===== src/design/svn_pkg.sv =====
`timescale 1ns / 1ps
// ----------------------------------------------------------------------------
// svn_pkg
// Shared types and constants for the spoke vector normaliser.
// ----------------------------------------------------------------------------
package svn_pkg;

    localparam int CoordW   = 32;
    localparam int SqrtSteps = 32;
    localparam int QuoW     = 31;
    localparam int NormSteps = 5;
    localparam logic [QuoW-1:0] UnitQ30 = 31'h4000_0000;

    // Record travelling down the square-root cell row.
    typedef struct packed {
        logic [63:0]             rad;     // radicand bits still to consume
        logic [31:0]             root;
        logic [33:0]             rem;
        logic [31:0]             len;     // floor root of the unscaled sum
        logic                    len_up;  // round the length up
        logic [4:0]              shift;   // pairs of bits of normalisation
        logic [2:0][CoordW-1:0]  mag;
        logic [2:0]              neg;
        logic                    clip;
        logic                    zero;
    } t_sq;

    // Record travelling down the divider cell row, three lanes.
    typedef struct packed {
        logic [2:0][QuoW-1:0]    num;     // dividend bits still to consume
        logic [2:0][31:0]        rem;
        logic [2:0][QuoW-1:0]    quo;
        logic [31:0]             root;
        logic [31:0]             len;
        logic [2:0]              neg;
        logic                    clip;
        logic                    zero;
    } t_dv;

endpackage


===== src/design/svn_div_cell.sv =====
`timescale 1ns / 1ps
// ----------------------------------------------------------------------------
// svn_div_cell
// One registered restoring-division step for all three lanes.
// ----------------------------------------------------------------------------
module svn_div_cell (
    input  logic           i_clk,
    input  logic           i_rst_n,
    input  logic           i_en,
    input  logic           i_valid,
    input  svn_pkg::t_dv   i_dv,
    output logic           o_valid,
    output svn_pkg::t_dv   o_dv
);
    import svn_pkg::*;

    logic  r_valid;
    t_dv   r_dv, n_dv;

    always_comb begin
        logic [32:0] t;
        logic        ge;
        n_dv = i_dv;
        for (int k = 0; k < 3; k++) begin
            t  = {i_dv.rem[k], i_dv.num[k][QuoW-1]};
            ge = (t >= {1'b0, i_dv.root});
            n_dv.rem[k] = ge ? 32'(t - {1'b0, i_dv.root}) : t[31:0];
            n_dv.quo[k] = {i_dv.quo[k][QuoW-2:0], ge};
            n_dv.num[k] = {i_dv.num[k][QuoW-2:0], 1'b0};
        end
    end

    always_ff @(posedge i_clk) begin
        if (!i_rst_n) begin
            r_valid <= 1'b0;
        end else if (i_en) begin
            r_valid <= i_valid;
        end
    end

    always_ff @(posedge i_clk) begin
        if (i_en) begin
            r_dv <= n_dv;
        end
    end

    assign o_valid = r_valid;
    assign o_dv    = r_dv;

endmodule


===== config.mk =====
export PLATFORM = sky130hd
export DESIGN_NAME = svn_div_cell
export DESIGN_NICKNAME = d
export VERILOG_FILES = /design/src/design/svn_pkg.sv /design/src/design/svn_div_cell.sv
export SDC_FILE = /design/constraint.sdc
export NUM_CORES = 1
export LEC_CHECK = 0
export BUFFER_PORTS_ARGS = -buffer_cell sky130_fd_sc_hd__buf_2
export CAP_MARGIN = 20
export CORE_AREA = 2 2 278 280
export CTS_CLUSTER_SIZE = 14
export DETAILED_ROUTE_END_ITERATION = 10
export DIE_AREA = 0 0 280 282
export PLACE_DENSITY = 0.5
export SLEW_MARGIN = 5
export SYNTH_ARGS = -nofsm -noshare
export SYNTH_HDL_FRONTEND = slang
export SYNTH_SLANG_ARGS = --single-unit
export TNS_END_PERCENT = 5

===== constraint.sdc =====
create_clock -name i_clk -period 3 [get_ports i_clk]
set_input_delay 0.6 -clock i_clk [delete_from_list [all_inputs] [get_ports i_clk]]
set_output_delay 0.6 -clock i_clk [all_outputs]
set_load 0.01 [all_outputs]

# ---- After elaboration in Yosys (flattened, before gate mapping)
# Cells that the tools add are included.
dict set report word_totals {
  regBits 349
  input_bits 355
  output_inout_bits 352
  elab_cells 24
}
dict set report classes {
  n_addsub 3
  magnitude_cmp 3
  mux 3
}
# operator count
set op_table {}
lappend op_table {{$ge 33x32->1} 3}
lappend op_table {{$mux 32} 3}
lappend op_table {{$sub 32x32->32} 3}

# ---- Logic depth before layout (Yosys ltp)
dict set report depth {
  word_depth 2
  mapped_depth 13
  depth_no_buf 11
}

# ---- Worst setup path after synthesis
# No wires, ideal clock.
dict set report synth_path {
  kind {input to register}
  startpoint {in i_dv[40] in the netlist's numbering}
  endpoint {reg r_dv (netlist bit o_dv[236]) (data pin)}
  setup_ns 0.260
  arrival_ns 2.816
  t_required_ns 2.740
  path_slack_ns -0.076
  cell_stages 11
  n_path_buf 1
  path_cell_list {inv_1 ha_1 and3_1 o21a_1 o31a_1 o31a_1 a21bo_1 o41ai_2 inv_2 buf_6 mux2_4}
}
# element line_no
set synth_rtl {}
lappend synth_rtl {{start: declaration} svn_div_cell.sv:11} ;# input svn_pkg::t_dv i_dv,
lappend synth_rtl {{end signal: assignment} svn_div_cell.sv:43} ;# r_dv <= n_dv;
lappend synth_rtl {{end: declaration} svn_div_cell.sv:18} ;# t_dv r_dv, n_dv;

==> flow_summary_export.csv <==
group,metric,value,unit
synth,ys_types,76,
floorplanning,rows,101,
cts,clock_path_buffers,3,
setup_path,required,3.31,ns
detailed_routing,drcViolationCount,0,
synth,synth_ff_type,"edfxtp_1",
worst_hold_path,hold_path.class,"input pin to register",
cts,cts_root_buffer,"clkbuf_16",
sta,fin_ws,0.0528,ns
sta,skew,0,ns
detailed_routing,dr.pass1.iters,5,
floorplanning,die_x,280,um
setup_path,cp-end-kind,"register",
sta,relSlewSlack,64.1,%
sta,fmax,0.339,GHz
sta,finalSetupViolations,0,
detailed_routing,postRouteAntennaNets,0,
synth,yosys-top-cells-area,"edfxtp_1 (61%), ha_1 (7.0%), a21oi_1 (3.7%)",
sta,fin_crit,2.95,ns
layout,fillCellCount,7693,
synth,synth_edf_count,348,
detailed_routing,routed_via_density,4.62,
sta,tns,0,ns
sta,worst_pin_slew,0.536,ns
global_routing,antenna_found_initial,34,
sta,hold_viol,0,
layout,fin_util,34.6,%
global_routing,grt-ovfl-total,0,
synth,synth_mux_area_share,1.19,%
synth,synthXorXnorAreaFrac,3.55,%
cts,htreeDepth,2,
synth,synth_top_family_by_area,"compound AO/OA/AOI/OAI gates",
pwr,power_leakage,11.7,nW
placement,dp_slack,-0.709,ns
global_routing,grt_pass1_wl,121,mm
setup_path,crit_path_top_delay_cell,"o41ai_4",
synth,yosys_register_bits,349,
detailed_routing,wirelength,90.6,mm
setup_path,cpPeakStageDelay,0.37,ns
run,max_cap_violations,0,
cts,cts_tree,"yes",
cts,clk_latency,0.56,ns
layout,fin_nets,2919,
layout,syn_to_final_growth,51.8,%
setup_path,path_common_cell,"buf_12",
setup_path,start_kind,"input pin",
detailed_routing,first_iter_violations,1057,
detailed_routing,dr_total_vias,16100,
cts,cts.clk_slew.worst_paths,0.06,ns
synth,synth_top_cell_area_share,60.5,%
synth,synth_fa_ha_area_share,7.31,%
floorplanning,dieArea,79000,um2
synth,yosys.area.top_type,"edfxtp_1",
pwr,max-vdd-ir-drop,383,uV
sta,whs,0.193,ns
synth,ys_warn_count,0,
detailed_routing,wire_per_inst,26.0,um
global_routing,grt_pass1_vias,16400,
synth,yosysSeqAreaShare,60.7,%
synth,synth.avg_cell_area,12.2,um2
cts,ctsHoldBuffers,0,
setup_path,cp_cell_sequence,"buf_2 > inv_1 > buf_12 > ha_1 > a21o_1 > a211o_1 > o31a_1 > a21bo_2 > o41ai_4 > inv_2 > buf_12 > buf_4 > nor2_1 > a21oi_1",
global_routing,grt_start_max_net_pins,60,
floorplanning,core,75700,um2
placement,dp_hpwl,75.4,mm
setup_path,critPathArrivalTime,3.26,ns
cts,cts_made_buffers,43,
sta,timing.final.crit_share,98.2,%
sta,rsz0062_at_grt,"yes",
synth,synth_area,17300,um2
setup_path,critPathKind,"input pin to register",
status,outcome,"complete, no violations",
floorplanning,pin_count,707,
floorplanning,initial_utilization,22.8,%
layout,drive_gt1_share,47.2,%
synth,synth-compound-area-share,14.9,%
synth,syn_inst,1412,
placement,place.gp.congestion,0.887,
synth,synth-simple-area-share,9.40,%
pwr,p_per_area,581,nW/um2
pwr,totalPowerFinal,15.2,mW
setup_path,path_max_fanout,16,
global_routing,grt_usage,21.7,%
cts,cts_sinks,349,
placement,numPortBuffers,700,
floorplanning,fp.dieH,282,um
sta,slew_violations,0,
synth,async_reset_ff_share,0,%
==> repair_timing <==
action | CTS | global route
resized for setup | 2 | 30
cloned | 0 | 1
pin swaps | 0 | 10
setup buffers | 0 | 3
endpoints found under the setup margin | 1 | 70
==> layer usage <==
layer  share of wire [%]  track usage (%)  vias up  wire length (um)
met5                0.17                0        -               157
met2                  52             40.5      641             47400
met4                 3.3             6.98       24              2990
met3                 6.9             5.55      127              6250
met1                  37             24.0     7847             33800
li1                    -                -     7451                 -
==> state kept, by name, indices dropped and copies added, names as in the netlist <==
register	count
o_dv	348
o_valid	1
==> path summary, 6_finish.rpt <==
kind | startpoint | end | slack (ns) | cells after the start
max reg2reg | o_valid | o_valid | 2.30 | 2
min | i_dv[323] | o_dv[324] | 0.19 | 1
min reg2reg | o_valid | o_valid | 0.61 | 2
max | i_dv[51] | o_dv[232] | 0.05 | 14
==> cells in the mapped netlist (4+ instances only) <==
cell and n:
a41oi_1 7, edfxtp_1 348, nor2b_1 14, ha_1 96
o21a_1 17, nand3_1 22, xnor2_1 39, nand3b_1 4
a21oi_1 126, a21o_1 44, buf_4 5, nand4_1 23
mux2_2 8, o211ai_1 5, or2_2 6, a211oi_1 6
or3_1 5, inv_1 66, nand2_1 106, a21boi_0 5
o31a_1 8, xor2_1 31, nand2b_1 12, buf_2 15
nor2_1 108, mux2_4 5, nor3_1 20, o21bai_1 13
o31ai_1 11, a31oi_1 17, mux2i_1 4, o21ai_0 97
and3_1 10, clkbuf_1 30, and2_1 6, nor4_1 6
==> placed cells by master (no fill, tap or decap), types with 31 or more instances in the layout <==
master / count
buf_4: 346
inv_1: 61
edfxtp_1: 348
xor2_1: 31
a21o_1: 44
ha_1: 92
nor2_1: 108
a21oi_1: 123
buf_2: 699
o21ai_0: 94
xnor2_1: 39
clkbuf_16: 44
nand2_1: 106
==> kinds of logic after synthesis <==
family | count (synthesis)
adder cells (fa/ha/maj) | 99
AND/OR/NAND/NOR | 350
buffers and inverters | 121
multiplexers | 17
flip-flops | 349
XOR/XNOR | 70
AO/OA/AOI/OAI | 405
other | 1
==> critical path, delay by kind of cell <==
family,cells,cell delay (ns)
compound gates,6,1.51
fa+ha+maj,1,0.31
buf+inv,6,0.72
simple gates,1,0.10
==> final cells by class <==
type | count | area, um2 | area share (%)
multi-input combinational | 944 | 6450 | 24.6
sequential | 349 | 10500 | 39.9
clock buffer | 48 | 1090 | 4.18
clock inverter | 31 | 298 | 1.14
tap | 978 | 1220 | 4.67
inverter | 67 | 255 | 0.974
antenna | 8 | 20.0 | 0.0764
timing repair buffer | 1060 | 6400 | 24.4
==> metrics by stage <==
stage	instance area, um2	cells
2_1_floorplan	17300	1414
3_3_place_gp	24600	3394
3_5_place_dp	24600	3394
4_1_cts	26000	3473
5_1_grt	26200	3480
6_report	26200	3485
==> power breakdown <==
| part | switching (mW) | internal, mW |
|---|---|---|
| Combinational | 2.13 | 1.67 |
| Sequential | 0.193 | 5.98 |
| Clock | 2.26 | 2.99 |
| Total | 4.58 | 10.6 |
Power figures use the tool's default switching activity.
