**src/design/svn_pkg.sv**
```systemverilog
`timescale 1ns / 1ps
// ----------------------------------------------------------------------------
// svn_pkg
// Shared types and constants for the spoke vector normaliser.
// ----------------------------------------------------------------------------
package svn_pkg;

    localparam int CoordW   = 32;
    localparam int SqrtSteps = 32;
    localparam int QuoW     = 31;
    localparam int NormSteps = 5;
    localparam logic [QuoW-1:0] UnitQ30 = 31'h4000_0000;

    // Record travelling down the square-root cell row.
    typedef struct packed {
        logic [63:0]             rad;     // radicand bits still to consume
        logic [31:0]             root;
        logic [33:0]             rem;
        logic [31:0]             len;     // floor root of the unscaled sum
        logic                    len_up;  // round the length up
        logic [4:0]              shift;   // pairs of bits of normalisation
        logic [2:0][CoordW-1:0]  mag;
        logic [2:0]              neg;
        logic                    clip;
        logic                    zero;
    } t_sq;

    // Record travelling down the divider cell row, three lanes.
    typedef struct packed {
        logic [2:0][QuoW-1:0]    num;     // dividend bits still to consume
        logic [2:0][31:0]        rem;
        logic [2:0][QuoW-1:0]    quo;
        logic [31:0]             root;
        logic [31:0]             len;
        logic [2:0]              neg;
        logic                    clip;
        logic                    zero;
    } t_dv;

endpackage

```
**src/design/svn_sqrt_cell.sv**
```systemverilog
`timescale 1ns / 1ps
// ----------------------------------------------------------------------------
// svn_sqrt_cell
// One registered step of the digit-by-digit square root: one root bit.
// ----------------------------------------------------------------------------
module svn_sqrt_cell (
    input  logic           i_clk,
    input  logic           i_rst_n,
    input  logic           i_en,
    input  logic [4:0]     i_step,
    input  logic           i_valid,
    input  svn_pkg::t_sq   i_sq,
    output logic           o_valid,
    output svn_pkg::t_sq   o_sq
);
    import svn_pkg::*;

    logic  r_valid;
    t_sq   r_sq, n_sq;

    always_comb begin
        logic [35:0] acc;
        logic [35:0] trial;
        logic        ge;
        n_sq     = i_sq;
        acc      = {i_sq.rem, i_sq.rad[63:62]};
        trial    = {2'b00, i_sq.root, 2'b01};
        ge       = (acc >= trial);
        n_sq.rem = ge ? 34'(acc - trial) : acc[33:0];
        n_sq.root = {i_sq.root[30:0], ge};
        n_sq.rad  = {i_sq.rad[61:0], 2'b00};
        // The first 32-s root bits are the root of the unscaled sum, and
        // the remainder at that point decides the rounding of the length.
        if (6'(i_step) + 6'(i_sq.shift) == 6'd31) begin
            n_sq.len    = {i_sq.root[30:0], ge};
            n_sq.len_up = (36'(n_sq.rem) > 36'({i_sq.root[30:0], ge}));
        end
    end

    always_ff @(posedge i_clk) begin
        if (!i_rst_n) begin
            r_valid <= 1'b0;
        end else if (i_en) begin
            r_valid <= i_valid;
        end
    end

    always_ff @(posedge i_clk) begin
        if (i_en) begin
            r_sq <= n_sq;
        end
    end

    assign o_valid = r_valid;
    assign o_sq    = r_sq;

endmodule

```
**config.mk**
```make
export PLATFORM = sky130hd
export DESIGN_NAME = svn_sqrt_cell
export DESIGN_NICKNAME = d
export VERILOG_FILES = /design/src/design/svn_pkg.sv /design/src/design/svn_sqrt_cell.sv
export SDC_FILE = /design/constraint.sdc
export NUM_CORES = 1
export LEC_CHECK = 0
export BUFFER_PORTS_ARGS = -buffer_cell sky130_fd_sc_hd__buf_2
export CORE_AREA = 5 5 213 215
export CTS_BUF_LIST = sky130_fd_sc_hd__clkbuf_4
export CTS_CLUSTER_SIZE = 12
export DETAILED_ROUTE_END_ITERATION = 12
export DIE_AREA = 0 0 218 220
export PLACE_DENSITY_LB_ADDON = 0.2
export SLEW_MARGIN = 10
export SYNTH_ARGS = -nofsm -noshare
export SYNTH_HDL_FRONTEND = slang
export SYNTH_SLANG_ARGS = --single-unit
```
**constraint.sdc**
```tcl
create_clock -name i_clk -period 6.22 [get_ports i_clk]
set_input_delay 0.311 -clock i_clk [delete_from_list [all_inputs] [get_ports i_clk]]
set_output_delay 0.311 -clock i_clk [all_outputs]
set_load 0.005 [all_outputs]
```
; Word-level counts from Yosys, hierarchy flattened
; Index checks and enable logic that the tools add are counted.
[totals]
regBits = 268
input_bits = 278
output_inout_bits = 270
wordCells = 20
[classes]
add_sub_neg = 2
magnitude_cmp = 2
eq_ne = 1
n_mux = 2
[op_table]
columns = operator, count
row1 = 36-bit by 34-bit greater-or-equal comparator with 1-bit output, 1
row2 = 34-bit by 32-bit > comparator with 1-bit output, 1
row3 = 34-bit 2-to-1 mux, 1
row4 = 34-bit subtractor, 1
row5 = 33-bit 2-to-1 mux, 1
row6 = 5-bit by 5-bit adder with 6-bit output, 1
row7 = 6-bit by 5-bit == test with 1-bit output (second input constant), 1

; Longest topological paths before layout
; Gate-level depths: netlist of the first run.
[logic_depth]
ltp_word = 4
mapped_depth = 23
depth_no_buf = 21

; Least setup slack after synthesis of the first run
; Ideal clock, no wire load.
[synth_timing]
path_type = in2reg
from = input port i_sq[178] (netlist bit)
to = register r_sq (netlist bit o_sq[106]), data pin
setup_time_ns = 0.264
t_arrival_ns = 4.258
t_required_ns = 5.956
setup_slack_ns = 1.698
cell_stages = 22
path_buffers = 2
cell_sequence = inv_1 -> ha_1 -> a21o_1 -> nor3_1 -> a21oi_1 -> a211o_1 -> o22a_4 -> a21oi_4 -> buf_2 -> buf_2 -> nand2_1 -> o31ai_1 -> ha_1 -> and4_1 -> and4_1 -> a221oi_1 -> o211ai_1 -> a31oi_1 -> a21oi_1 -> o22ai_1 -> a31oi_1 -> o41a_1
[synth_lines]
columns = item, line
row1 = start: declaration, svn_sqrt_cell.sv:12  ; input svn_pkg::t_sq i_sq,
row2 = end signal: assignment, svn_sqrt_cell.sv:50  ; r_sq <= n_sq;
row3 = end: declaration, svn_sqrt_cell.sv:19  ; t_sq r_sq, n_sq;

==> results of run 1 <==
[critical path, delay by kind of cell]
family,cells,cell delay (ns)
fa+ha+maj,2,0.62
buf+inv,5,1.70
simple gates,4,0.68
compound gates,13,2.92
[registers in the layout (all words and copies together) (netlist names)]
| signal | flops |
|---|---|
| o_sq | 267 |
| o_valid | 1 |
[layer usage]
layer  part of all wire [%]  GRT usage, %  vias up
met5                  0.059             0        -
met4                    3.3         7.557        4
met3                    7.5         5.591       79
met2                     51         32.50      410
met1                     38         20.26     4779
li1                       -             -     4743
[report_power, final]
part / total [mW] / switching, mW / internal [mW]
Clock: 1.66 / 0.786 / 0.871
Sequential: 2.23 / 0.0432 / 2.18
Combinational: 0.927 / 0.482 / 0.444
Total: 4.81 / 1.31 / 3.50
[cells in the mapped netlist, types with 2 or more instances]
cell	instances
a22o_1	2
inv_1	45
nor3_1	7
a21o_1	16
mux2i_1	2
xnor2_1	22
nand4_1	12
o211ai_1	2
nor2_1	11
nor3b_1	2
nor4_1	2
a211oi_1	3
edfxtp_1	267
ha_1	71
o21ai_0	51
a211o_1	3
a31oi_1	7
nand2_1	84
o21ai_1	31
xor2_1	11
o31ai_1	2
and4_1	7
a21oi_1	41
o31a_1	2
or3_1	2
nor2b_1	3
nand2b_1	5
buf_2	5
o21bai_1	4
o21a_1	5
a221oi_1	3
and3_1	2
buf_4	2
nand3_1	9
clkbuf_1	12
[layout make-up]
cell class	instances	area (um2)	share of cell area, %
antenna	4	10.01	0.05426
clock buffer	107	803.3	4.354
clock inverter	22	143.9	0.7800
inverter	46	172.7	0.9360
multi-input combinational	442	3042	16.49
sequential	268	8038	43.57
tap	592	740.7	4.015
timing repair buffer	821	5498	29.80
[cells by family after synthesis]
family | synth area share, %
buffers and inverters | 2.274
AND/OR/NAND/NOR | 6.072
multiplexers | 0.3754
adder cells (fa/ha/maj) | 8.015
other | 0.03309
XOR/XNOR | 2.550
flip-flops | 70.92
AO/OA/AOI/OAI | 9.760
[how the worst min path moves through the flow]
stage	slack, ns	endpoint	from
2_1_floorplan	0.41	o_sq[0]	i_sq[0]
3_3_place_gp	0.49	o_sq[79]	i_sq[79]
3_5_place_dp	0.49	o_sq[65]	i_sq[65]
4_1_cts	0.05	o_sq[171]	i_sq[172]
5_1_grt	0.12	o_sq[171]	i_sq[172]
6_report	0.18	o_sq[171]	i_sq[172]
==> metrics.txt, run 1 <==
status=finished clean; first-pass GRT wire length=64.78 mm; Final Hold Fails=0; Synth area leaders=edfxtp_1 71%, ha_1 7.8%, nand2_1 2.8%, o21ai_0 2.3%, a21oi_1 1.8%; hold_buf cts=270; Setup TNS Final=0 ns; critical path peak fanout=24; Critical Path Slowest Stage Cell=dlygate4sd3_1; total leakage power=8.138 nW; FMAX=0.1756 GHz; layout cell share with drive strength beyond 1=39.39%; Final ANT Viol Nets=0; Total Power=4.810 mW; clock tree buffer depth=3; Worst EP arrival=6.23 ns; cell taking the most area after synthesis=edfxtp_1; Reg2Reg Capture Point=o_valid; critical setup path kind=input port to flop; unrepaired setup endpoints after global routing=no; CP endpoint=o_sq[106]; Rel. slew slack=33.24%; starting density of the core=26.03%; Port Buf Inserts=545; WL per Instance=20.00 um; vias per inst=4.351; nature of the critical path startpoint=input port; mapped cell area=0.01133 mm2; Setup Buffers After CTS=0; antenna violations before repair=7; Final WS setup=0.5239 ns; PostCTS Resize Cnt=0; worst r2r src=o_valid; largest net degree at the start of global routing=120; distinct cell type count after synthesis=54; Period Utilization, post-route=91.58%; number of flops mapped to enable cells by yosys=267; Post-synth top flop=edfxtp_1; Fin Clk Skew=0 ns; crit end category=flop; CTS clk-pin slew, worst paths=0.07 ns; number of synthesis warnings=0; Die H=220 um; Final Cell Area=0.01845 mm2; Final Max Slew Viols=0; Worst Reg-to-Reg Cells=3; non-filler cells, final=2302; Final nets=2008; CP Launch Point=i_sq[178]; root buffer cell=clkbuf_4; Final Critical Period=5.696 ns; Synth Register Bits=268; hold-critical path depth=4; number of placement rows=77; class of the worst hold path=input port to flop; Required @ worst endpoint=6.75 ns; actual slew at the worst max-slew pin=1.001 ns; HPWL after detailed placement=34.24 mm; gate count after technology mapping=774; total grt overflow=0; Cell Pwr Density=260.7 mW/mm2; Total Routing Usage GR=18.23%; DR DRC count=0; Peak supply drop=0.1120 mV; First-pass DRT Iterations=5; routability congestion estimate=0.8401; commonest non-fill, non-tap cells in the layout=544 x buf_2, 270 x dlygate4sd3_1, 267 x edfxtp_1, 107 x clkbuf_4, 84 x nand2_1; setup slack at placement=0.8820 ns; Util after Layout=42.36%; final wirelength=46.05 mm; largest stage delay on the critical path=0.55 ns; Synth Area per Inst=14.64 um2; most common cell after layout, fill and taps aside=buf_2; die footprint=0.04796 mm2; Ports=548; worst hold slack=0.1781 ns; vias in the first global route=10310; sequential fraction of the synthesis area=70.92%; core area=0.04355 mm2; asr flop ratio synth=0%; Synth top area share=70.74%; die width=218 um; final setup fails=0; layout overhead on the synthesized area=62.77%; CTS tree=yes; CTS sink count=268; Vias=10020; fill count=4191; dpl cells=1899; worst reg-to-reg setup slack=5.06 ns; TritonCTS Buffers=79; worst-skew pair later-pin latency=0.76 ns; starting DRC count in detailed routing=507; worst path cell trace=dlygate4sd3_1, buf_2, inv_1, ha_1, a21o_1, nor3_1, a21oi_1, a211o_1, o22a_4, a21oi_4, buf_4, nand2_1, o21ai_1, ha_1, and4_1, and4_1, a221oi_1, o211ai_1, a31oi_1, a21oi_1, o22ai_1, a31oi_1, o41a_1, dlygate4sd3_1; Max-Cap Viols=0; htree depth=3; DP Area=0.01479 mm2
Note: power is estimated with default switching activity, not from simulation.
==> run 2: changes to the inputs <==
--- a/config.mk
+++ b/config.mk
@@ -11,7 +11,8 @@
 export CTS_CLUSTER_SIZE = 12
 export DETAILED_ROUTE_END_ITERATION = 12
 export DIE_AREA = 0 0 218 220
-export PLACE_DENSITY_LB_ADDON = 0.2
+export MAX_ROUTING_LAYER = met4
+export PLACE_DENSITY_LB_ADDON = 0.08
 export SLEW_MARGIN = 10
 export SYNTH_ARGS = -nofsm -noshare
 export SYNTH_HDL_FRONTEND = slang
==> run 2 against run 1 <==
  * Total power increased by 2.1%
  * Largest power group unchanged
  * Sequential share of layout area decreased by 0.31 points
  * Routed wire length increased by 0.45%
  * Sequential power about the same
  * Via count decreased by 0.65%
  * Fmax increased by 2.8%
  * Setup slack improved by 0.15 ns
  * Critical path depth unchanged
  * Global-route usage increased by 0.61 points
  * Register-to-register slack about the same
  * Flip-flop and latch count unchanged
  * Critical endpoint unchanged
==> metrics.txt, run 2 (synthesis results as in run 1) <==
status=finished clean; vias per inst=4.283 (-1.5%); cell family with most CP delay=compound AO/OA/AOI/OAI gates; critical setup path kind=input port to flop; total grt overflow=0 (unchanged); clock tree buffer depth=3 (unchanged); number of placement rows=77 (unchanged); DP Area=0.01480 mm2 (about the same); commonest non-fill, non-tap cells in the layout=544 x buf_2, 270 x dlygate4sd3_1, 267 x edfxtp_1, 125 x clkbuf_4, 84 x nand2_1; Max-Cap Viols=0 (unchanged); Rel. slew slack=34.26% (+1.0 points); worst r2r src=o_valid; hold_buf cts=270 (unchanged); first-pass GRT wire length=64.86 mm (+0.13%); worst path cell trace=dlygate4sd3_1, buf_2, inv_1, ha_1, nor2b_1, o31ai_2, a21oi_1, a211o_1, o22a_4, a21oi_4, buf_4, inv_2, mux2_2, ha_1, and4_1, and4_1, a221oi_1, o211ai_1, a31oi_1, a21oi_1, o22ai_1, a31oi_1, o41a_1, dlygate4sd3_1; Final Cell Area=0.01858 mm2 (+0.72%); crit end category=flop; Die H=220 um (unchanged); TritonCTS Buffers=77 (-2.5%); non-filler cells, final=2323 (+0.91%); die width=218 um (unchanged); Peak supply drop=0.1285 mV (+15%); Setup Buffers After CTS=0 (unchanged); class of the worst hold path=input port to flop; root buffer cell=clkbuf_4; Final WS setup=0.6779 ns (+0.1539 ns); Final nets=2009 (+0.050%); actual slew at the worst max-slew pin=0.9861 ns (-0.01529 ns); Total Routing Usage GR=18.84% (+0.61 points); CTS clk-pin slew, worst paths=0.06 ns (about the same); layout cell share with drive strength beyond 1=40.36% (+0.97 points); largest net degree at the start of global routing=119 (-0.83%); core area=0.04355 mm2 (unchanged); Setup TNS Final=0 ns (unchanged); DR DRC count=0 (unchanged); hold endpoint=o_sq[124]; Cell Pwr Density=264.4 mW/mm2 (+1.4%); Port Buf Inserts=545 (unchanged); hold-critical path depth=1 (-3); htree depth=3 (unchanged); die footprint=0.04796 mm2 (unchanged); Worst EP arrival=6.07 ns (-0.16 ns); Critical Path Slowest Stage Cell=dlygate4sd3_1; Final Hold Fails=0 (unchanged); FMAX=0.1804 GHz (+2.8%); dpl cells=1902 (+0.16%); final wirelength=46.25 mm (+0.45%); WL per Instance=19.91 um (-0.46%); CTS tree=yes; worst reg-to-reg setup slack=5.07 ns (about the same); Ports=548 (unchanged); vias in the first global route=10060 (-2.4%); Period Utilization, post-route=89.10% (-2.5 points); Final ANT Viol Nets=0 (unchanged); setup slack at placement=0.9481 ns (+0.06618 ns); routability congestion estimate=0.8810 (+4.9%); Vias=9950 (-0.65%); layout overhead on the synthesized area=63.94%; most common cell after layout, fill and taps aside=buf_2; Fin Clk Skew=0 ns (unchanged); worst-skew pair later-pin latency=0.77 ns (about the same); largest stage delay on the critical path=0.55 ns (about the same); starting density of the core=26.03% (unchanged); fill count=4218 (+0.64%); critical path peak fanout=14 (-42%); CP bufs+invs=6 (+1); antenna violations before repair=14 (+7); Required @ worst endpoint=6.74 ns (about the same); Worst Hold Launch=i_en; CTS sink count=268 (unchanged); PostCTS Resize Cnt=0 (unchanged); starting DRC count in detailed routing=448 (-12%); Reg2Reg Capture Point=o_valid; max FFs per register=267 (unchanged); Final Max Slew Viols=0 (unchanged); nature of the critical path startpoint=input port; Final Critical Period=5.542 ns (-0.1539 ns); Worst Reg-to-Reg Cells=3 (unchanged); HPWL after detailed placement=35.84 mm (+4.7%); total leakage power=8.219 nW (+1.0%); final setup fails=0 (unchanged); unrepaired setup endpoints after global routing=no; First-pass DRT Iterations=5 (unchanged)
==> run 2: cell types whose count changed in the layout (fill, tap and decap cells not counted) <==
cell,delta
clkbuf_4,+18
clkinv_1,-10
diode_2,+10
buf_4,+4
buf_12,-1
clkinv_2,-1
clkinv_4,+1
clkinvlp_4,-1
inv_2,+1
==> run 2: worst max-delay path by stage <==
| stage | slack [ns] | cells past startpoint | start | to |
|---|---|---|---|---|
| after floorplan | 1.70 | 22 | i_sq[178] | o_sq[106] |
| after global placement | 1.08 | 22 | i_sq[178] | o_sq[106] |
| after detailed placement | 0.95 | 22 | i_sq[178] | o_sq[106] |
| after CTS | 0.76 | 24 | i_sq[173] | o_sq[106] |
| after global routing | 0.33 | 24 | i_sq[178] | o_sq[106] |
| final | 0.68 | 24 | i_sq[173] | o_sq[106] |
==> run 2: final cells by class <==
class / count / area, um2 / share of cell area (%)
clock inverters: 12 / 106.4 / 0.5724
diodes: 14 / 35.03 / 0.1886
clock buffers: 125 / 938.4 / 5.051
well taps: 592 / 740.7 / 3.987
repair buffers: 824 / 5508 / 29.64
flip-flops and latches: 268 / 8038 / 43.26
inverters: 46 / 172.7 / 0.9293
multi-input cells: 442 / 3042 / 16.37
==> run 2: power by group <==
part / switching, mW / internal (mW)
registers: 0.0381 / 2.18
clock network: 0.772 / 0.986
logic: 0.488 / 0.446
==> run 2: layer usage <==
metal	vias to the layer above	part of all wire (%)	GRT usage [%]
li1	4775	-	-
met1	4710	38	20.44
met2	385	51	32.00
met3	80	7.6	5.839
met4	0	3.0	8.311
met5	-	0	-
==> run 2: through the flow <==
| step | hold slack [ns] | power [mW] | util (%) |
|---|---|---|---|
| after floorplan | 0.4099 | 2.597 | - |
| after global placement | 0.4883 | 3.061 | 33.98 |
| after detailed placement | 0.4893 | 3.055 | 33.98 |
| after CTS | 0.03616 | 5.014 | 42.59 |
| after global routing | 0.06297 | 5.199 | 42.66 |
| final | 0.08149 | 4.912 | 42.67 |
